==> src/hdl/pfxeval_pkg.sv <==
// Shared types and constants for the postfix expression evaluator.
// No dependencies; used by every module under hdl/ except pfxeval_ram.
package pfxeval_pkg;

    localparam int STACK_DEPTH_DEF = 16;
    localparam int FRAC_BITS_DEF   = 16;
    localparam int DATA_W          = 32;
    localparam int COUNT_W         = 5;

    localparam logic [7:0] CHR_ZERO  = 8'h30;
    localparam logic [7:0] CHR_NINE  = 8'h39;
    localparam logic [7:0] CHR_SPACE = 8'h20;
    localparam logic [7:0] CHR_PLUS  = 8'h2B;
    localparam logic [7:0] CHR_MINUS = 8'h2D;
    localparam logic [7:0] CHR_STAR  = 8'h2A;
    localparam logic [7:0] CHR_SLASH = 8'h2F;

    localparam logic [DATA_W-1:0] SAT_MAX = 32'h7FFF_FFFF;
    localparam logic [DATA_W-1:0] SAT_MIN = 32'h8000_0000;

    typedef enum logic [2:0] {
        ST_OK      = 3'd0,
        ST_UNDER   = 3'd1,
        ST_OVER    = 3'd2,
        ST_DIVZERO = 3'd3,
        ST_INVALID = 3'd4
    } t_status;

    typedef enum logic [1:0] {
        OP_ADD = 2'd0,
        OP_SUB = 2'd1,
        OP_MUL = 2'd2,
        OP_DIV = 2'd3
    } t_op;

    typedef struct packed {
        logic    capture;
        logic    push;
        logic    rd_lhs;
        logic    exec;
        logic    mul_fin;
        logic    div_step;
        logic    div_fin;
        logic    commit;
        logic    emit;
        t_status status;
    } t_cmd;

    typedef struct packed {
        logic is_digit;
        logic is_space;
        logic is_op;
        t_op  op;
        logic full;
        logic lt2;
        logic rhs_zero;
        logic div_last;
    } t_stat;

endpackage

==> src/hdl/pfxeval_ram.sv <==
// Generic single-write, single-read RAM with registered read data.
// No dependencies.
module pfxeval_ram #(
    parameter int WIDTH = 32,
    parameter int DEPTH = 16
) (
    input  logic                     i_clk,
    input  logic                     i_we,
    input  logic [$clog2(DEPTH)-1:0] i_waddr,
    input  logic [WIDTH-1:0]         i_wdata,
    input  logic                     i_re,
    input  logic [$clog2(DEPTH)-1:0] i_raddr,
    output logic [WIDTH-1:0]         o_rdata
);

    logic [WIDTH-1:0] r_mem [DEPTH];
    logic [WIDTH-1:0] r_rdata;

    always_ff @(posedge i_clk) begin
        if (i_we) begin
            r_mem[i_waddr] <= i_wdata;
        end
        if (i_re) begin
            r_rdata <= r_mem[i_raddr];
        end
    end

    assign o_rdata = r_rdata;

endmodule

==> src/hdl/pfxeval_ctrl.sv <==
// Sequencing state machine for the postfix evaluator.
// Depends on pfxeval_pkg; drives the datapath through t_cmd, reads t_stat.
module pfxeval_ctrl (
    input  logic                i_clk,
    input  logic                i_rst_n,
    input  logic                i_valid,
    output logic                o_ready,
    output logic                o_valid,
    input  logic                i_ready,
    input  pfxeval_pkg::t_stat  i_stat,
    output pfxeval_pkg::t_cmd   o_cmd
);

    typedef enum logic [2:0] {
        S_IDLE,
        S_DECODE,
        S_EXEC,
        S_MUL,
        S_DIV,
        S_DIVFIN,
        S_COMMIT,
        S_EMIT
    } t_state;

    t_state               r_state, n_state;
    pfxeval_pkg::t_status r_status, n_status;
    logic                 r_o_valid, n_o_valid;
    pfxeval_pkg::t_cmd    cmd;

    always_comb begin
        n_state    = r_state;
        n_status   = r_status;
        n_o_valid  = r_o_valid;
        cmd        = '0;
        cmd.status = r_status;
        if (r_o_valid && i_ready) begin
            n_o_valid = 1'b0;
        end
        case (r_state)
            S_IDLE: begin
                if (i_valid) begin
                    cmd.capture = 1'b1;
                    n_state     = S_DECODE;
                end
            end
            S_DECODE: begin
                n_state  = S_EMIT;
                n_status = pfxeval_pkg::ST_OK;
                if (i_stat.is_digit) begin
                    if (i_stat.full) begin
                        n_status = pfxeval_pkg::ST_OVER;
                    end else begin
                        cmd.push = 1'b1;
                    end
                end else if (i_stat.is_space) begin
                    n_status = pfxeval_pkg::ST_OK;
                end else if (i_stat.is_op) begin
                    if (i_stat.lt2) begin
                        n_status = pfxeval_pkg::ST_UNDER;
                    end else if (i_stat.op == pfxeval_pkg::OP_DIV && i_stat.rhs_zero) begin
                        n_status = pfxeval_pkg::ST_DIVZERO;
                    end else begin
                        cmd.rd_lhs = 1'b1;
                        n_state    = S_EXEC;
                    end
                end else begin
                    n_status = pfxeval_pkg::ST_INVALID;
                end
            end
            S_EXEC: begin
                cmd.exec = 1'b1;
                case (i_stat.op)
                    pfxeval_pkg::OP_MUL: n_state = S_MUL;
                    pfxeval_pkg::OP_DIV: n_state = S_DIV;
                    default:             n_state = S_COMMIT;
                endcase
            end
            S_MUL: begin
                cmd.mul_fin = 1'b1;
                n_state     = S_COMMIT;
            end
            S_DIV: begin
                cmd.div_step = 1'b1;
                if (i_stat.div_last) begin
                    n_state = S_DIVFIN;
                end
            end
            S_DIVFIN: begin
                cmd.div_fin = 1'b1;
                n_state     = S_COMMIT;
            end
            S_COMMIT: begin
                cmd.commit = 1'b1;
                n_state    = S_EMIT;
            end
            S_EMIT: begin
                if (!r_o_valid || i_ready) begin
                    cmd.emit  = 1'b1;
                    n_o_valid = 1'b1;
                    n_state   = S_IDLE;
                end
            end
            default: begin
                n_state = S_IDLE;
            end
        endcase
    end

    always_ff @(posedge i_clk) begin
        if (!i_rst_n) begin
            r_state   <= S_IDLE;
            r_status  <= pfxeval_pkg::ST_OK;
            r_o_valid <= 1'b0;
        end else begin
            r_state   <= n_state;
            r_status  <= n_status;
            r_o_valid <= n_o_valid;
        end
    end

    assign o_ready = (r_state == S_IDLE);
    assign o_valid = r_o_valid;
    assign o_cmd   = cmd;

endmodule

==> src/hdl/pfxeval_dp.sv <==
// Datapath: operand stack, cached top, add/sub, multiplier, serial divider,
// output register. Depends on pfxeval_pkg and pfxeval_ram.
module pfxeval_dp #(
    parameter int STACK_DEPTH = pfxeval_pkg::STACK_DEPTH_DEF,
    parameter int FRAC_BITS   = pfxeval_pkg::FRAC_BITS_DEF
) (
    input  logic                                 i_clk,
    input  logic                                 i_rst_n,
    input  logic [7:0]                           i_char_code,
    input  pfxeval_pkg::t_cmd                    i_cmd,
    output pfxeval_pkg::t_stat                   o_stat,
    output logic signed [pfxeval_pkg::DATA_W-1:0] o_top_value,
    output logic [pfxeval_pkg::COUNT_W-1:0]      o_stack_count,
    output logic [2:0]                           o_status
);

    localparam int DW  = pfxeval_pkg::DATA_W;
    localparam int PW  = $clog2(STACK_DEPTH + 1);
    localparam int AW  = $clog2(STACK_DEPTH);
    localparam int QW  = DW + FRAC_BITS;
    localparam int CW  = $clog2(QW);
    localparam logic signed [2*DW-1:0] MAX64 = 64'sd2147483647;
    localparam logic signed [2*DW-1:0] MIN64 = -64'sd2147483648;

    logic [7:0]                r_char;
    logic [PW-1:0]             r_sp;
    logic [DW-1:0]             r_top;
    logic [DW-1:0]             r_res;
    logic signed [2*DW-1:0]    r_prod;
    logic [QW-1:0]             r_quo;
    logic [DW-1:0]             r_rem;
    logic [DW-1:0]             r_dvs;
    logic                      r_sign;
    logic [CW-1:0]             r_cnt;
    logic [DW-1:0]             r_out_top;
    logic [pfxeval_pkg::COUNT_W-1:0] r_out_cnt;
    pfxeval_pkg::t_status      r_out_status;

    pfxeval_pkg::t_stat stat;
    logic [3:0]         dig;
    logic [DW-1:0]      digit_val;
    logic [DW-1:0]      lhs;
    logic [DW:0]        sum_c, dif_c;
    logic [DW-1:0]      add_sat, sub_sat;
    logic signed [2*DW-1:0] mul_shr;
    logic [DW-1:0]      mul_sat;
    logic [DW-1:0]      lhs_mag, rhs_mag;
    logic [DW:0]        rem_sh;
    logic               ge;
    logic [DW-1:0]      div_sat;
    logic               ram_we;
    logic [AW-1:0]      ram_waddr;
    logic [DW-1:0]      ram_wdata;

    pfxeval_ram #(
        .WIDTH(DW),
        .DEPTH(STACK_DEPTH)
    ) u_stack (
        .i_clk  (i_clk),
        .i_we   (ram_we),
        .i_waddr(ram_waddr),
        .i_wdata(ram_wdata),
        .i_re   (i_cmd.rd_lhs),
        .i_raddr(AW'(r_sp - PW'(2))),
        .o_rdata(lhs)
    );

    assign ram_we    = i_cmd.push | i_cmd.commit;
    assign ram_waddr = i_cmd.push ? AW'(r_sp) : AW'(r_sp - PW'(2));
    assign ram_wdata = i_cmd.push ? digit_val : r_res;

    assign dig       = 4'(r_char - pfxeval_pkg::CHR_ZERO);
    assign digit_val = DW'(dig) << FRAC_BITS;

    always_comb begin
        stat          = '0;
        stat.is_digit = (r_char >= pfxeval_pkg::CHR_ZERO) && (r_char <= pfxeval_pkg::CHR_NINE);
        stat.is_space = (r_char == pfxeval_pkg::CHR_SPACE);
        stat.op       = pfxeval_pkg::OP_ADD;
        case (r_char)
            pfxeval_pkg::CHR_PLUS: begin
                stat.is_op = 1'b1;
                stat.op    = pfxeval_pkg::OP_ADD;
            end
            pfxeval_pkg::CHR_MINUS: begin
                stat.is_op = 1'b1;
                stat.op    = pfxeval_pkg::OP_SUB;
            end
            pfxeval_pkg::CHR_STAR: begin
                stat.is_op = 1'b1;
                stat.op    = pfxeval_pkg::OP_MUL;
            end
            pfxeval_pkg::CHR_SLASH: begin
                stat.is_op = 1'b1;
                stat.op    = pfxeval_pkg::OP_DIV;
            end
            default: begin
                stat.is_op = 1'b0;
            end
        endcase
        stat.full     = (r_sp >= PW'(STACK_DEPTH));
        stat.lt2      = (r_sp < PW'(2));
        stat.rhs_zero = (r_top == '0);
        stat.div_last = (r_cnt == CW'(QW - 1));
    end

    // add / sub with saturation
    assign sum_c   = {lhs[DW-1], lhs} + {r_top[DW-1], r_top};
    assign dif_c   = {lhs[DW-1], lhs} - {r_top[DW-1], r_top};
    assign add_sat = (sum_c[DW] != sum_c[DW-1]) ?
                     (sum_c[DW] ? pfxeval_pkg::SAT_MIN : pfxeval_pkg::SAT_MAX) : sum_c[DW-1:0];
    assign sub_sat = (dif_c[DW] != dif_c[DW-1]) ?
                     (dif_c[DW] ? pfxeval_pkg::SAT_MIN : pfxeval_pkg::SAT_MAX) : dif_c[DW-1:0];

    // product: arithmetic shift is floor
    assign mul_shr = r_prod >>> FRAC_BITS;
    always_comb begin
        if (mul_shr > MAX64) begin
            mul_sat = pfxeval_pkg::SAT_MAX;
        end else if (mul_shr < MIN64) begin
            mul_sat = pfxeval_pkg::SAT_MIN;
        end else begin
            mul_sat = mul_shr[DW-1:0];
        end
    end

    // restoring divider on magnitudes, one quotient bit per cycle
    assign lhs_mag = lhs[DW-1] ? DW'(-lhs) : lhs;
    assign rhs_mag = r_top[DW-1] ? DW'(-r_top) : r_top;
    assign rem_sh  = {r_rem, r_quo[QW-1]};
    assign ge      = (rem_sh >= {1'b0, r_dvs});

    always_comb begin
        if (r_sign) begin
            if (r_quo > (QW'(1) << (DW - 1))) begin
                div_sat = pfxeval_pkg::SAT_MIN;
            end else begin
                div_sat = DW'(-r_quo[DW-1:0]);
            end
        end else if (r_quo > QW'(pfxeval_pkg::SAT_MAX)) begin
            div_sat = pfxeval_pkg::SAT_MAX;
        end else begin
            div_sat = r_quo[DW-1:0];
        end
    end

    always_ff @(posedge i_clk) begin
        if (!i_rst_n) begin
            r_sp <= '0;
        end else if (i_cmd.push) begin
            r_sp <= r_sp + PW'(1);
        end else if (i_cmd.commit) begin
            r_sp <= r_sp - PW'(1);
        end
    end

    always_ff @(posedge i_clk) begin
        if (i_cmd.capture) begin
            r_char <= i_char_code;
        end
        if (i_cmd.push) begin
            r_top <= digit_val;
        end else if (i_cmd.commit) begin
            r_top <= r_res;
        end
        if (i_cmd.exec) begin
            r_res  <= (stat.op == pfxeval_pkg::OP_SUB) ? sub_sat : add_sat;
            r_prod <= $signed(lhs) * $signed(r_top);
            r_quo  <= QW'(lhs_mag) << FRAC_BITS;
            r_rem  <= '0;
            r_dvs  <= rhs_mag;
            r_sign <= lhs[DW-1] ^ r_top[DW-1];
            r_cnt  <= '0;
        end
        if (i_cmd.mul_fin) begin
            r_res <= mul_sat;
        end
        if (i_cmd.div_step) begin
            r_rem <= ge ? DW'(rem_sh - {1'b0, r_dvs}) : rem_sh[DW-1:0];
            r_quo <= {r_quo[QW-2:0], ge};
            r_cnt <= r_cnt + CW'(1);
        end
        if (i_cmd.div_fin) begin
            r_res <= div_sat;
        end
        if (i_cmd.emit) begin
            r_out_top    <= (r_sp != '0) ? r_top : '0;
            r_out_cnt    <= pfxeval_pkg::COUNT_W'(r_sp);
            r_out_status <= i_cmd.status;
        end
    end

    assign o_stat        = stat;
    assign o_top_value   = r_out_top;
    assign o_stack_count = r_out_cnt;
    assign o_status      = r_out_status;

    a_sp_bound: assert property (@(posedge i_clk) disable iff (!i_rst_n)
        r_sp <= PW'(STACK_DEPTH))
        else $error("stack pointer beyond depth");

    a_push_room: assert property (@(posedge i_clk) disable iff (!i_rst_n)
        i_cmd.push |-> !stat.full && stat.is_digit)
        else $error("push on full stack or non-digit");

    a_commit_pop: assert property (@(posedge i_clk) disable iff (!i_rst_n)
        i_cmd.commit |-> !stat.lt2 ##1 (r_sp == $past(r_sp) - PW'(1)))
        else $error("operator commit did not pop one entry");

endmodule

==> src/hdl/postfix_expression_evaluator.sv <==
// Top level of the postfix (RPN) evaluator over signed fixed-point values.
// Depends on pfxeval_pkg, pfxeval_ctrl, pfxeval_dp (which holds pfxeval_ram).
//
//  channel   dir  handshake           payload
//  input     in   i_valid / o_ready   i_char_code[7:0]
//  output    out  o_valid / i_ready   o_top_value[31:0], o_stack_count[4:0], o_status[2:0]
//
// Digit, space, invalid char or any error: IDLE, DECODE, EMIT; one request at a time.
// Add/sub: IDLE, DECODE, EXEC, COMMIT, EMIT; multiply adds MUL between EXEC and COMMIT.
// Divide: EXEC, DIV (one quotient bit per cycle), DIVFIN, COMMIT; Q16.16 by default.
// Reset empties the stack pointer; stack memory is not cleared.
// Result sits in an output register; the next request is taken while it waits.
module postfix_expression_evaluator #(
    parameter int STACK_DEPTH = pfxeval_pkg::STACK_DEPTH_DEF,
    parameter int FRAC_BITS   = pfxeval_pkg::FRAC_BITS_DEF
) (
    input  logic                                  i_clk,
    input  logic                                  i_rst_n,
    input  logic                                  i_valid,
    output logic                                  o_ready,
    input  logic [7:0]                            i_char_code,
    output logic                                  o_valid,
    input  logic                                  i_ready,
    output logic signed [pfxeval_pkg::DATA_W-1:0] o_top_value,
    output logic [pfxeval_pkg::COUNT_W-1:0]       o_stack_count,
    output logic [2:0]                            o_status
);

    pfxeval_pkg::t_cmd  cmd;
    pfxeval_pkg::t_stat stat;

    pfxeval_ctrl u_ctrl (
        .i_clk  (i_clk),
        .i_rst_n(i_rst_n),
        .i_valid(i_valid),
        .o_ready(o_ready),
        .o_valid(o_valid),
        .i_ready(i_ready),
        .i_stat (stat),
        .o_cmd  (cmd)
    );

    pfxeval_dp #(
        .STACK_DEPTH(STACK_DEPTH),
        .FRAC_BITS  (FRAC_BITS)
    ) u_dp (
        .i_clk        (i_clk),
        .i_rst_n      (i_rst_n),
        .i_char_code  (i_char_code),
        .i_cmd        (cmd),
        .o_stat       (stat),
        .o_top_value  (o_top_value),
        .o_stack_count(o_stack_count),
        .o_status     (o_status)
    );

endmodule
==> config.mk <==
export PLATFORM = sky130hd
export DESIGN_NAME = postfix_expression_evaluator
export DESIGN_NICKNAME = d
export VERILOG_FILES = /design/src/hdl/pfxeval_pkg.sv /design/src/hdl/pfxeval_ram.sv /design/src/hdl/pfxeval_ctrl.sv /design/src/hdl/pfxeval_dp.sv /design/src/hdl/postfix_expression_evaluator.sv
export SDC_FILE = /design/constraint.sdc
export NUM_CORES = 2
export LEC_CHECK = 0
export BUFFER_PORTS_ARGS = -buffer_cell sky130_fd_sc_hd__buf_4
export CORE_MARGIN = 2
export CORE_UTILIZATION = 30
export DETAILED_ROUTE_END_ITERATION = 10
export GPL_ROUTABILITY_DRIVEN = 0
export PLACE_DENSITY_LB_ADDON = 0.3
export REMOVE_ABC_BUFFERS = 1
export SLEW_MARGIN = 20
export SYNTH_ARGS = -nofsm -noshare
export SYNTH_HDL_FRONTEND = slang
export SYNTH_SLANG_ARGS = --single-unit
==> constraint.sdc <==
create_clock -name i_clk -period 11.25 [get_ports i_clk]
set_input_delay 0.5625 -clock i_clk [delete_from_list [all_inputs] [get_ports i_clk]]
set_output_delay 0.5625 -clock i_clk [all_outputs]
set_load 0.1 [all_outputs]
# ---- Word-level counts from Yosys, hierarchy flattened
# Memory sizes are Yosys's and may differ from the RTL's. A register that Yosys moved wholly into a read port is not among the register bits.
# Index checks and enable logic that the tools add are counted.
# Widths: inputs -> output; s select.
dict set report classes {
  mux 68
  n_div 0
  n_eq_ne 21
  bitwise 2
  mul 1
  n_addsub 11
  shifts 0
  magnitude_cmp 9
  n_reduce_logical 14
}
# operator count
set op_table {}
lappend op_table {{$mux 32} 18}
lappend op_table {{$gt 48x32->1 const B} 2}
lappend op_table {{$mux 48} 2}
lappend op_table {{$neg 32->32} 3}
lappend op_table {{$mul 32x32->64} 1}
lappend op_table {{$gt 48x31->1 const B} 1}
lappend op_table {{$lt 48x32->1 const B} 1}
lappend op_table {{$eq 8x6->1 const B} 5}
lappend op_table {{$mux 20} 2}
lappend op_table {{$mux 3} 12}
lappend op_table {{$add 32x32->33} 1}
lappend op_table {{$ge 33x32->1} 1}
lappend op_table {{$sub 32x32->33} 1}
lappend op_table {{$logic_not 32->1} 1}
lappend op_table {{$sub 32x32->32} 1}
lappend op_table {{$mux 31} 1}
lappend op_table {{$mux 1} 22}
lappend op_table {{$pmux 3 s7} 1}
lappend op_table {{$eq 3x3->1 const B} 4}
lappend op_table {{$mux 6} 2}
lappend op_table {{$mux 5} 2}
lappend op_table {{$ge 8x6->1 const B} 1}
lappend op_table {{$le 8x6->1 const B} 1}
lappend op_table {{$add 6x1->6 const B} 1}
lappend op_table {{other kinds (30)} 39}
dict set report word_totals {
  rom_bits 0
  latch_bits 0
  mem_count 1
  reg_bits 307
  mem_bits_rw 512
}
# name words word_bits rd rd_ports_with_merged_regs wr line_no
set mem_list {}
lappend mem_list {u_dp.u_stack.r_mem 16 32 1 1 1 pfxeval_ram.sv:16} ;# logic [WIDTH-1:0] r_mem [DEPTH];

# ---- Longest topological paths before layout
dict set report depth {
  ltp_word 13
  depth_mapped 30
  mapped_depth_nobuf 28
}

# ---- Modules after synthesis
# A second synthesis with hierarchy kept.
dict set report hier_totals {
  cells_unflattened 6623
  hier_area_um2 74525.2
}
# module cells_per_inst instances seq_area_each_um2 area_per_inst_um2
set modules_own_cells {}
lappend modules_own_cells {pfxeval_dp 5725 1 8197.9 53856.7}
lappend modules_own_cells {pfxeval_ram 838 1 16335.7 20174.3}
lappend modules_own_cells {pfxeval_ctrl 60 1 140.1 494.2}

# ---- Worst setup path before layout
# Ideal clock, no wire load.
dict set report synth_timing {
  path_kind {register to register}
  start {reg u_dp.u_stack.r_rdata[31] (netlist: u_dp.u_stack.o_rdata[31]), read port of u_dp.u_stack.r_mem}
  end {reg u_dp.r_prod[63], data pin}
  arrival_time_ps 7855
  path_stages_with_launch 29
  required_time_ps 10990
  period_less_slack_ps 8115
  slack_ps 3135
  setup_time_ps 260
  path_cell_list {edfxtp_1 -> clkbuf_1 -> clkbuf_1 -> nand2_1 -> inv_1 -> fa_1 -> inv_1 -> fa_1 -> inv_1 -> fa_1 -> fa_1 -> inv_1 -> fa_1 -> inv_1 -> fa_1 -> fa_1 -> fa_1 -> ha_1 -> a21o_1 -> a21o_1 -> a21o_1 -> a21oi_1 -> o21ai_0 -> a31o_2 -> a21oi_1 -> o31ai_1 -> o21a_1 -> nor2_1 -> xnor2_1}
}
dict set report synth_via {
  elab_chain_len 1
}
# element line_no
set synth_rtl {}
lappend synth_rtl {{start: declaration} pfxeval_ram.sv:17} ;# logic [WIDTH-1:0] r_rdata;
lappend synth_rtl {{$mul 32x32->64} pfxeval_dp.sv:168} ;# r_prod <= $signed(lhs) * $signed(r_top);
lappend synth_rtl {{end signal: assignment} pfxeval_dp.sv:168}
lappend synth_rtl {{end: declaration} pfxeval_dp.sv:29} ;# logic signed [2*DW-1:0] r_prod;
# Every way passes these cells.
# A chain may end at the register's enable or synchronous reset.

# ---- Worst setup path after layout
dict set report layout_timing {
  start {reg u_dp.u_stack.r_rdata[11] (netlist: u_dp.u_stack.o_rdata[11]), read port of u_dp.u_stack.r_mem}
  end {reg u_dp.r_prod[58], data pin}
}
# Same word-level chain as after synthesis.

==> impl_metrics.tcl <==
set metrics [dict create \
    cts.repair.resized 0 \
    highest_layer "met5" \
    avgViaCountPerCell 5.09 \
    clockBufferDepth 3 \
    rsz0062_at_grt "false" \
    final.period_utilization_pct 85.5 \
    antenna_found_initial 13 \
    synth-edff-count 795 \
    htreeDepth 3 \
    cts_hold_buf 8 \
    avgSynthCellArea_um2 11.3 \
    place_area_um2 79000 \
    cp-start-kind "flip-flop" \
    cts_buffers 94 \
    yosys_warnings 0 \
    crit_path_end_kind "flip-flop" \
    crit_arrival_ns 10.12 \
    hold_path.class "input port to flip-flop" \
    drv_slew 0 \
    clock-sinks 835 \
    place_hpwl_um 171000 \
    cpMaxStageDelayCell "edfxtp_1" \
    tns_ns 0 \
    finalHoldViolations 0 \
    setup_slack_ns 1.63 \
    clk_latency_ns 0.78 \
    num_rows 182 \
    drtIter0Drc 4905 \
    slew_headroom_pct 22.6 \
    fmax_mhz 104 \
    synth_area_leaders "edfxtp_1 32%, fa_1 29%, inv_1 5.5%" \
    track_usage_pct 19.0 \
    drt-pass1-iter-count 6 \
    crit_required_ns 11.76 \
    ys_seq_area_share_pct 33.1 \
    core_area_um2 246000 \
    initial_core_util_pct 30.2 \
    layout-drive-gt1-share_pct 8.64 \
    dr_wl_met3_um 17500 \
    grt_max_degree 113 \
    nNetsFinal 7905 \
    die_height_um 502 \
    ys_ff_latch 835 \
    slowest_delay_ns 1.06 \
    wl_met2_um 111000 \
    worstSetupPathType "flip-flop to flip-flop" \
    drc 0 \
    async_flop_share_pct 0 \
    wire_per_inst_um 24.0 \
    numPortBuffers 53 \
    ant_nets 0 \
    die_w_um 502 \
    syn2layout_area_growth_pct 10.4 \
    fin_area_um2 82300 \
    tightest_slew_ns 1.16 \
    grt_pass1_vias 52883 \
    drt-met1-wl_um 97600 \
    status "finished clean" \
    critPathMaxFanout 23 \
    synthDistinctLibCells 75 \
    drv_cap 0 \
    syn_inst 6582 \
    min_period_ns 9.62 \
    syn_area_um2 74500 \
    cts_setup_buffers 0 \
    synth_top_area_share_pct 32.0 \
    vias 50512 \
    ys.flop_type "edfxtp_1" \
    cpMostUsedCell "fa_1" \
    cts_tree "done" \
    yosys.area.top_type "edfxtp_1" \
    finalSetupViolCount 0 \
    grt.overflow.total 0 \
    fillers 24724 \
    grt_pass1_wl_um 355000 \
    pin_count 54 \
    skew_ns 0.0611 \
    place_ws_ns 1.73 \
    clk_pin_slew_worst_paths_ns 0.06 \
    drt-total-wl_um 237000 \
    die_area_um2 252000 \
    root_buffer "clkbuf_16" \
]
## final timing paths
path / startpoint / end / slack [ns] / cells after the start
min reg2reg: u_ctrl.r_status[2] / u_dp.o_status[2] / 0.45 / 0
max reg2reg: u_dp.u_stack.o_rdata[11] / u_dp.r_prod[58] / 1.63 / 26
min: i_rst_n / u_ctrl.r_status[2] / 0.13 / 3
max: u_dp.u_stack.o_rdata[11] / u_dp.r_prod[58] / 1.63 / 26
## per-layer routing
| metal | GRT usage [%] | vias to the layer above |
|---|---|---|
| met2 | 30.8 | 2101 |
| met4 | 7.84 | 10 |
| met1 | 25.5 | 26597 |
| met3 | 2.69 | 467 |
| li1 | - | 21337 |
| met5 | 0 | - |
## cell families after synthesis
kind of cell             after synthesis  synth area share (%)
buffers and inverters               1459                  7.36
flip-flops                           835                  33.1
adder cells (fa/ha/maj)             1375                  34.0
AND/OR/NAND/NOR                     1772                  11.6
XOR/XNOR                             197                  2.32
multiplexers                         187                  5.20
AO/OA/AOI/OAI                        757                  6.37
## layout by cell type (no fill, tap or decap), types with 36 or more instances in the layout
cell type  instances
fa_1            1085
inv_1           1084
edfxtp_1         795
nand2_1          696
and2_1           505
ha_1             289
nor2_1           247
a21oi_1          229
buf_4            197
o21ai_0          194
mux4_2           160
xnor2_1          125
clkbuf_16         95
xor2_1            71
a21o_1            56
nor3_1            47
o31ai_1           44
nand3_1           40
a31oi_1           36
## sequential cells by signal, indices dropped and copies added (netlist names)
signal / count
u_ctrl.r_state: 3
u_dp.r_char: 8
u_dp.r_dvs: 32
u_dp.r_prod: 48
u_dp.r_cnt: 6
u_dp.o_top_value: 32
u_dp.r_sp: 5
u_dp.u_stack.o_rdata: 32
u_ctrl.r_status: 3
u_dp.r_quo: 48
u_dp.o_status: 3
u_dp.o_stack_count: 5
u_dp.r_sign: 1
u_dp.r_rem: 32
u_dp.u_stack.r_mem: 512
u_dp.r_res: 32
u_ctrl.o_valid: 1
u_dp.r_top: 32
## critical path: cells and delay by family (launching register included)
family,cells,cell delay [ns]
compound gates,7,2.31
flops,1,1.06
buf+inv,6,0.94
simple gates,3,0.69
fa+ha+maj,9,4.27
xor+xnor,1,0.09
## cells in the mapped netlist (12+ instances only)
cell / number
nor3_1: 48
edfxtp_1: 795
and3_1: 21
fa_1: 1085
o21bai_1: 17
and2_1: 505
nand3_1: 41
mux2i_1: 27
or3_1: 27
mux4_2: 160
nand2_1: 696
a31oi_1: 36
buf_1: 18
a211oi_1: 23
or4_1: 15
o21a_1: 19
ha_1: 290
a211o_1: 13
o21ai_0: 195
xor2_1: 72
or2_2: 12
xnor2_1: 125
dfxtp_1: 40
o41ai_1: 21
nand4_1: 33
o211ai_1: 18
nor2b_1: 30
a21oi_1: 229
nor4_1: 19
o31ai_1: 44
nor2_1: 267
clkbuf_1: 350
a21o_1: 56
nand2b_1: 33
inv_1: 1084
## final cells by class
class / count / area [um^2] / share of cell area [%]
diodes: 6 / 15.0 / 0.0183
clock buffers: 123 / 2550 / 3.10
clock inverters: 52 / 519 / 0.631
inverters: 1089 / 4090 / 4.97
multi-input cells: 4288 / 44600 / 54.2
flip-flops and latches: 835 / 24700 / 30.0
well taps: 3312 / 4140 / 5.04
repair buffers: 210 / 1660 / 2.02
## stage by stage
step           hold slack (ns)  cells  utilization [%]
2_1_floorplan            0.403   6212                -
3_3_place_gp             0.430   9724             32.1
3_5_place_dp             0.437   9724             32.1
4_1_cts                 0.0676   9907             33.4
5_1_grt                  0.143   9910             33.4
6_report                 0.128   9915             33.4
Power is not shown: default switching activity piles up to over one toggle a cycle in this logic, so the estimate is an artifact.
